==> config.mk <==
export PLATFORM = sky130hd
export DESIGN_NAME = seven_segment_lcd_frame_builder
export DESIGN_NICKNAME = d
export VERILOG_FILES = /design/src/hw/rtl/sslfb_pkg.sv /design/src/hw/rtl/seven_segment_lcd_frame_builder.sv /design/src/hw/rtl/sslfb_front.sv /design/src/hw/rtl/sslfb_queue.sv /design/src/hw/rtl/sslfb_back.sv
export SDC_FILE = /design/constraint.sdc
export NUM_CORES = 1
export LEC_CHECK = 0
export BUFFER_PORTS_ARGS = -buffer_cell sky130_fd_sc_hd__buf_2
export CORE_AREA = 2 2 168 170
export DETAILED_ROUTE_END_ITERATION = 7
export DIE_AREA = 0 0 170 172
export HOLD_SLACK_MARGIN = 0.15
export PLACE_DENSITY = 0.91
export SYNTH_ARGS = -nofsm -noshare
export SYNTH_HDL_FRONTEND = slang
export SYNTH_HIERARCHICAL = 1
export SYNTH_SLANG_ARGS = --single-unit
==> constraint.sdc <==
create_clock -name clk -period 25.4 [get_ports clk]
set_input_delay 6.35 -clock clk [delete_from_list [all_inputs] [get_ports clk]]
set_output_delay 6.35 -clock clk [all_outputs]
set_load 0.02 [all_outputs]
==> src/hw/rtl/sslfb_pkg.sv <==
`default_nettype none
package sslfb_pkg;

  typedef enum logic {
    CMD_LOAD    = 1'b0,
    CMD_REFRESH = 1'b1
  } cmd_t;

  localparam logic signed [15:0] VALUE_LIMIT = 16'sd1999;

  // Frame bit positions (bit 31 is the MSB)
  localparam int MINUS_BIT = 16;
  localparam int THOU_BIT  = 17;

  localparam logic [31:0] ONES_MASK = 32'h0000_00FE;
  localparam logic [31:0] TENS_MASK = 32'h0000_FE00;
  localparam logic [31:0] HUND_MASK = 32'h00FC_0100;

  // Annunciator frame bits by flag index: dot, K, J, E, T, N, S, B, W
  localparam logic [4:0] FLAG_BIT [9] = '{
    5'd0, 5'd31, 5'd30, 5'd29, 5'd28, 5'd26, 5'd27, 5'd24, 5'd25
  };

  // One queued beat between front and back
  typedef struct packed {
    logic        is_load;
    logic [31:0] steady;
    logic [31:0] blank;
  } item_t;

  typedef struct packed {
    logic  valid;
    item_t item;
  } q_port_t;

  function automatic logic [6:0] seg7(input logic [3:0] digit);
    logic [6:0] pat;
    case (digit)
      4'd0:    pat = 7'h3F;
      4'd1:    pat = 7'h06;
      4'd2:    pat = 7'h5B;
      4'd3:    pat = 7'h4F;
      4'd4:    pat = 7'h66;
      4'd5:    pat = 7'h6D;
      4'd6:    pat = 7'h7D;
      4'd7:    pat = 7'h07;
      4'd8:    pat = 7'h7F;
      4'd9:    pat = 7'h6F;
      default: pat = 7'h00;
    endcase
    return pat;
  endfunction

  // Segment s (a..g) of the ones digit lands on bit 7-s
  function automatic logic [31:0] place_ones(input logic [6:0] pat);
    logic [31:0] word;
    word = '0;
    for (int s = 0; s < 7; s++) begin
      word[7 - s] = pat[s];
    end
    return word;
  endfunction

  // Segment s of the tens digit lands on bit 15-s
  function automatic logic [31:0] place_tens(input logic [6:0] pat);
    logic [31:0] word;
    word = '0;
    for (int s = 0; s < 7; s++) begin
      word[15 - s] = pat[s];
    end
    return word;
  endfunction

  // Hundreds: a on bit 8, b..g on bits 23..18
  function automatic logic [31:0] place_hund(input logic [6:0] pat);
    logic [31:0] word;
    word = '0;
    word[8] = pat[0];
    for (int s = 1; s < 7; s++) begin
      word[24 - s] = pat[s];
    end
    return word;
  endfunction

  function automatic logic [31:0] flag_word(input logic [8:0] flags);
    logic [31:0] word;
    word = '0;
    for (int f = 0; f < 9; f++) begin
      word[FLAG_BIT[f]] = flags[f];
    end
    return word;
  endfunction

endpackage
`default_nettype wire

==> src/hw/rtl/seven_segment_lcd_frame_builder.sv <==
`default_nettype none
// Channel   Handshake            Payload
// input     push / full          in_command, in_value, in_show_flags, in_blink_flags
// result    empty / pop          out_frame_word, out_blink_phase
//
// One beat is accepted every cycle while full is low; each beat is decoded in
// the cycle it arrives, and all but out-of-range loads are written into the
// QUEUE_DEPTH-entry queue. The back end retires one queued beat per cycle
// while the result is not stalled; each refresh result is held in a register.
// Synchronous active-low reset clears both frames, the phase, the queue and
// the result valid flag. A stalled result holds the back end only for a
// refresh beat at the queue head; a load there still drains, and full rises
// only when the queue is full.
module seven_segment_lcd_frame_builder import sslfb_pkg::*; #(
  parameter int QUEUE_DEPTH = 4
) (
  input  wire logic               clk,
  input  wire logic               rst_n,
  input  wire logic               push,
  output logic                    full,
  input  wire logic               in_command,
  input  wire logic signed [15:0] in_value,
  input  wire logic        [8:0]  in_show_flags,
  input  wire logic        [12:0] in_blink_flags,
  output logic                    empty,
  input  wire logic               pop,
  output logic             [31:0] out_frame_word,
  output logic                    out_blink_phase
);

  q_port_t q_wr;
  q_port_t q_rd;
  logic    q_full;
  logic    q_pop;

  // Front: classify the beat, decode loads into both frames
  sslfb_front u_front (
    .push           (push),
    .q_full         (q_full),
    .in_command     (in_command),
    .in_value       (in_value),
    .in_show_flags  (in_show_flags),
    .in_blink_flags (in_blink_flags),
    .q_wr           (q_wr)
  );

  // Short queue decouples the decoder from the output stall
  sslfb_queue #(
    .DEPTH (QUEUE_DEPTH)
  ) u_queue (
    .clk    (clk),
    .rst_n  (rst_n),
    .q_wr   (q_wr),
    .q_pop  (q_pop),
    .q_rd   (q_rd),
    .q_full (q_full)
  );

  // Back: hold the frames, toggle phase, drive the result register
  sslfb_back u_back (
    .clk             (clk),
    .rst_n           (rst_n),
    .q_rd            (q_rd),
    .q_pop           (q_pop),
    .pop             (pop),
    .empty           (empty),
    .out_frame_word  (out_frame_word),
    .out_blink_phase (out_blink_phase)
  );

  assign full = q_full;

endmodule
`default_nettype wire

==> src/hw/rtl/sslfb_front.sv <==
`default_nettype none
module sslfb_front import sslfb_pkg::*; (
  input  wire logic               push,
  input  wire logic               q_full,
  input  wire logic               in_command,
  input  wire logic signed [15:0] in_value,
  input  wire logic        [8:0]  in_show_flags,
  input  wire logic        [12:0] in_blink_flags,
  output q_port_t                 q_wr
);

  logic        in_range;
  logic [15:0] abs16;
  logic [10:0] mag;
  logic        thou;
  logic [9:0]  mag_rem;
  logic [15:0] prod_h;
  logic [3:0]  hund;
  logic [6:0]  rem_h;
  logic [13:0] prod_t;
  logic [3:0]  tens;
  logic [3:0]  ones;
  logic [31:0] frame;
  logic [31:0] blank;

  assign in_range = (in_value >= -VALUE_LIMIT) && (in_value <= VALUE_LIMIT);
  assign abs16    = in_value[15] ? 16'(-in_value) : in_value;
  assign mag      = abs16[10:0];
  assign thou     = (mag > 11'd999);
  assign mag_rem  = thou ? 10'(mag - 11'd1000) : mag[9:0];

  // Divide by 100 and by 10 with reciprocals, exact over these ranges
  assign prod_h = 16'(mag_rem) * 16'd41;
  assign hund   = prod_h[15:12];
  assign rem_h  = 7'(mag_rem - 10'(10'(hund) * 10'd100));
  assign prod_t = 14'(rem_h) * 14'd103;
  assign tens   = prod_t[13:10];
  assign ones   = 4'(rem_h - 7'(7'(tens) * 7'd10));

  always_comb begin
    frame = flag_word(in_show_flags) | place_ones(seg7(ones));
    frame[MINUS_BIT] = in_value[15];
    frame[THOU_BIT]  = thou;
    if (thou || (hund != 4'd0)) begin
      frame = frame | place_hund(seg7(hund));
    end
    if (thou || (hund != 4'd0) || (tens != 4'd0) || in_show_flags[0]) begin
      frame = frame | place_tens(seg7(tens));
    end

    blank = frame & ~flag_word(in_blink_flags[8:0]);
    if (in_blink_flags[9]) begin
      blank = blank & ~ONES_MASK;
    end
    if (in_blink_flags[10]) begin
      blank = blank & ~TENS_MASK;
    end
    if (in_blink_flags[11]) begin
      blank = blank & ~HUND_MASK;
    end
    if (in_blink_flags[12]) begin
      blank[THOU_BIT] = 1'b0;
    end
  end

  // Drop out-of-range loads; refresh ticks always go on
  always_comb begin
    q_wr.item.is_load = (in_command == CMD_LOAD);
    q_wr.item.steady  = frame;
    q_wr.item.blank   = blank;
    q_wr.valid        = push && !q_full &&
                        ((in_command == CMD_REFRESH) || in_range);
  end

endmodule
`default_nettype wire

==> src/hw/rtl/sslfb_queue.sv <==
`default_nettype none
module sslfb_queue import sslfb_pkg::*; #(
  parameter int DEPTH = 4
) (
  input  wire logic    clk,
  input  wire logic    rst_n,
  input  wire q_port_t q_wr,
  input  wire logic    q_pop,
  output q_port_t      q_rd,
  output logic         q_full
);

  localparam int IW = (DEPTH > 1) ? $clog2(DEPTH) : 1;
  localparam int CW = $clog2(DEPTH + 1);

  item_t         mem_r [DEPTH];
  logic [IW-1:0] wr_ptr_r, wr_ptr_nxt;
  logic [IW-1:0] rd_ptr_r, rd_ptr_nxt;
  logic [CW-1:0] count_r, count_nxt;
  logic          do_rd;

  assign q_full     = (count_r == CW'(DEPTH));
  assign q_rd.valid = (count_r != '0);
  assign q_rd.item  = mem_r[rd_ptr_r];
  assign do_rd      = q_pop && q_rd.valid;

  always_comb begin
    wr_ptr_nxt = wr_ptr_r;
    rd_ptr_nxt = rd_ptr_r;
    count_nxt  = count_r;
    if (q_wr.valid) begin
      wr_ptr_nxt = (wr_ptr_r == IW'(DEPTH - 1)) ? '0 : IW'(wr_ptr_r + 1'b1);
    end
    if (do_rd) begin
      rd_ptr_nxt = (rd_ptr_r == IW'(DEPTH - 1)) ? '0 : IW'(rd_ptr_r + 1'b1);
    end
    if (q_wr.valid && !do_rd) begin
      count_nxt = CW'(count_r + 1'b1);
    end else if (!q_wr.valid && do_rd) begin
      count_nxt = CW'(count_r - 1'b1);
    end
  end

  always_ff @(posedge clk) begin
    if (!rst_n) begin
      wr_ptr_r <= '0;
      rd_ptr_r <= '0;
      count_r  <= '0;
    end else begin
      wr_ptr_r <= wr_ptr_nxt;
      rd_ptr_r <= rd_ptr_nxt;
      count_r  <= count_nxt;
    end
  end

  always_ff @(posedge clk) begin
    if (q_wr.valid) begin
      mem_r[wr_ptr_r] <= q_wr.item;
    end
  end

endmodule
`default_nettype wire

==> src/hw/rtl/sslfb_back.sv <==
`default_nettype none
module sslfb_back import sslfb_pkg::*; (
  input  wire logic    clk,
  input  wire logic    rst_n,
  input  wire q_port_t q_rd,
  output logic         q_pop,
  input  wire logic    pop,
  output logic         empty,
  output logic [31:0]  out_frame_word,
  output logic         out_blink_phase
);

  logic [31:0] steady_r, steady_nxt;
  logic [31:0] blank_r, blank_nxt;
  logic        phase_r, phase_nxt;
  logic        out_valid_r, out_valid_nxt;
  logic [31:0] out_word_r, out_word_nxt;
  logic        out_phase_r, out_phase_nxt;
  logic        out_free;
  logic        take_tick;

  assign out_free  = !out_valid_r || pop;
  assign q_pop     = q_rd.valid && (q_rd.item.is_load || out_free);
  assign take_tick = q_pop && !q_rd.item.is_load;

  always_comb begin
    steady_nxt    = steady_r;
    blank_nxt     = blank_r;
    phase_nxt     = phase_r;
    out_valid_nxt = out_valid_r && !pop;
    out_word_nxt  = out_word_r;
    out_phase_nxt = out_phase_r;
    if (q_pop && q_rd.item.is_load) begin
      steady_nxt = q_rd.item.steady;
      blank_nxt  = q_rd.item.blank;
    end
    if (take_tick) begin
      out_valid_nxt = 1'b1;
      out_word_nxt  = phase_r ? blank_r : steady_r;
      out_phase_nxt = phase_r;
      phase_nxt     = !phase_r;
    end
  end

  always_ff @(posedge clk) begin
    if (!rst_n) begin
      steady_r    <= '0;
      blank_r     <= '0;
      phase_r     <= 1'b0;
      out_valid_r <= 1'b0;
    end else begin
      steady_r    <= steady_nxt;
      blank_r     <= blank_nxt;
      phase_r     <= phase_nxt;
      out_valid_r <= out_valid_nxt;
    end
  end

  always_ff @(posedge clk) begin
    out_word_r  <= out_word_nxt;
    out_phase_r <= out_phase_nxt;
  end

  assign empty           = !out_valid_r;
  assign out_frame_word  = out_word_r;
  assign out_blink_phase = out_phase_r;

endmodule
`default_nettype wire

==> results.yml <==
outcome:
  outcome: "complete, no violations"
drt:
  route.detailed.drc: 0
  vias: 10300
  drt-initial-drc-count: 988
  dr.pass1.iters: 6
  viasPerCell: 6.26
  wl_mm: 37.2
  antenna_left: 0
  wire_per_inst_um: 22.5
synthesis:
  syn_inst: 1211
  synth_edf_count: 293
  synth-async-reset-ratio: 0
  ys_ff_latch: 368
  synth_cell_types: 85
  yosys.area_share.xor_xnor: 0.0201
  ys_seq_area_frac: 0.588
  synth.area.mux_share: 0.109
  ys.flop_type: "edfxtp_1"
  synth_area_per_cell_sq_um: 14.5
  syn_area_sq_um: 17500
  synth_fa_ha_area_frac: 0.0895
  synthesis.nets: 1370
  ys_warn_count: 6
  synth-simple-area-share: 0.0675
  synth_compound_area_frac: 0.0842
  synth_top_family_by_area: "multiplexers"
global_routing:
  antenna_found_initial: 2
  grt_pass1_wl_mm: 58.0
  grt_pass1_vias: 10500
  grtUsageTotal: 0.260
  overflow: 0
  grt_max_degree: 77
placement:
  gp_congestion: 0.867
  portBuffers: 77
  hpwlAfterDp_mm: 22.7
  postPlaceCellArea_sq_um: 18000
critical_path:
  rr_worst_depth: 9
  r2r-end: "u_queue/count_r[2]"
  end_kind: "register"
  critPathLaunchType: "input port"
  cpMostUsedCell: "ha_1"
  crit_arrival_ns: 20.08
  cpPeakStageDelay_ns: 0.76
  crit_start: "in_value[0]"
  critPathKind: "in -> reg"
  r2r_slack_ns: 22.01
  crit_path_max_fanout: 15
  cp.required_ns: 25.72
  critPathSlowestCell: "xor2_1"
timing:
  rsz0062_at_grt: "false"
  hold_viol_final: 0
  clock-skew-final_ns: 0.0258
  min_period_ns: 19.76
  max_freq_mhz: 50.6
  tightest_slew_ns: 1.14
  min_period_over_period: 0.778
  slew_viol_final: 0
  fin_tns_setup_ns: 0
  setup_viol_count_final: 0
  slew_headroom: 0.239
cts:
  numCtsBuffers: 35
  cts_sinks: 368
  tritoncts: "yes"
  cts_resized: 0
  cts-htree-levels: 2
  clkTransAtPathRegs_ns: 0.06
  cts_buffer_depth: 3
  clk_latency_ns: 0.51
  postCtsSetupRepairBufs: 0
  hold_buffers: 0
  clockRootBuffer: "clkbuf_16"
worst_hold_path:
  hold_class: "reg -> reg"
  holdPathEnd: "u_back/blank_r[15]"
  whs_path_depth: 2
  min_from: "u_back/blank_r[15]"
finish:
  final_common_cell: "edfxtp_1"
  fin_area_sq_um: 19200
  nets: 1436
  layout_common_cells: "edfxtp_1 (293), nand2_1 (153), ha_1 (102), buf_2 (77), inv_1 (77)"
  area_delta_synth_final_pct: 9.65
  final_layout_size_suffix_gt1_frac: 0.211
floorplan:
  die_x_um: 170
  start_util: 0.638
  die_height_um: 172
  core_area_sq_um: 27500
  ioPinCount: 78
  row_count: 61
  die_area_sq_um: 29200
run:
  maxCapViolations: 0
sequential cells by signal, indices dropped and copies added (netlist names), named ones only:
| name | count |
|---|---|
| u_queue/mem_r | 260 |
| u_back/blank_r | 32 |
| u_back/out_frame_word | 32 |
| u_back/steady_r | 32 |
| u_queue/count_r | 3 |
| u_queue/rd_ptr_r | 2 |
| u_queue/wr_ptr_r | 2 |
| u_back/out_blink_phase | 1 |
| u_back/out_valid_r | 1 |
| u_back/phase_r | 1 |
per-layer routing:
layer	global-route usage	wire [um]	vias to the layer above
met5	0	16	-
met4	0.0832	936	2
met3	0.0352	2780	75
met2	0.454	18900	508
met1	0.341	14500	5096
li1	-	-	4635
Yosys cell counts, types with 11 or more instances:
cell / n / area, sq um
buf_2: 14 / 70.1
nand2_1: 153 / 574
nor2b_1: 20 / 125
ha_1: 102 / 1280
nor2_1: 25 / 93.8
xor2_1: 11 / 96.3
clkbuf_1: 14 / 52.6
o21ai_0: 16 / 80.1
fa_1: 14 / 280
inv_1: 77 / 289
xnor2_1: 24 / 210
mux2_2: 32 / 360
a21oi_1: 24 / 120
buf_4: 16 / 120
a21boi_1: 60 / 450
edfxtp_1: 293 / 8800
mux4_2: 65 / 1460
dfxtp_1: 75 / 1500
worst max-delay path by stage:
stage,end,slack (ns),cells after the start
global route,u_queue/mem_r[1][1],4.44,55
CTS,u_queue/mem_r[3][1],5.77,55
finish,u_queue/mem_r[3][1],5.64,55
detailed placement,u_queue/mem_r[0][1],5.30,55
global placement,u_queue/mem_r[0][1],6.00,55
floorplan,u_queue/mem_r[0][2],7.59,57
area by class of cell:
class                      count  area (sq um)
multi-input combinational    707          6500
clock buffer                  48          1040
antenna                        1          2.50
fill                        1675          8260
tap                          346           433
timing repair buffer          87           460
inverter                      78           293
sequential                   368         10300
clock inverter                14           180
worst max-delay path: cells and delay by family:
kind / cells / cell delay, ns
adder cells (fa/ha/maj): 15 / 4.72
AO/OA/AOI/OAI: 15 / 4.31
XOR/XNOR: 6 / 2.21
buffers and inverters: 12 / 1.47
AND/OR/NAND/NOR: 7 / 1.03
per-stage QoR:
step                worst slack [ns]  std cells  utilization  hold slack (ns)
finish                          5.64       1649        0.699            0.451
global route                    4.44       1649        0.699            0.470
CTS                             5.77       1648        0.699            0.450
detailed placement              5.30       1586        0.655            0.441
global placement                6.00       1586        0.655            0.437
floorplan                       7.59       1211            -            0.403
cell families after synthesis:
group	after synthesis
buffers and inverters	136
XOR/XNOR	37
AND/OR/NAND/NOR	256
multiplexers	105
flip-flops	368
AO/OA/AOI/OAI	192
adder cells (fa/ha/maj)	117
Power is not shown: default switching activity piles up to over one toggle a cycle in this logic, so the estimate is an artifact.
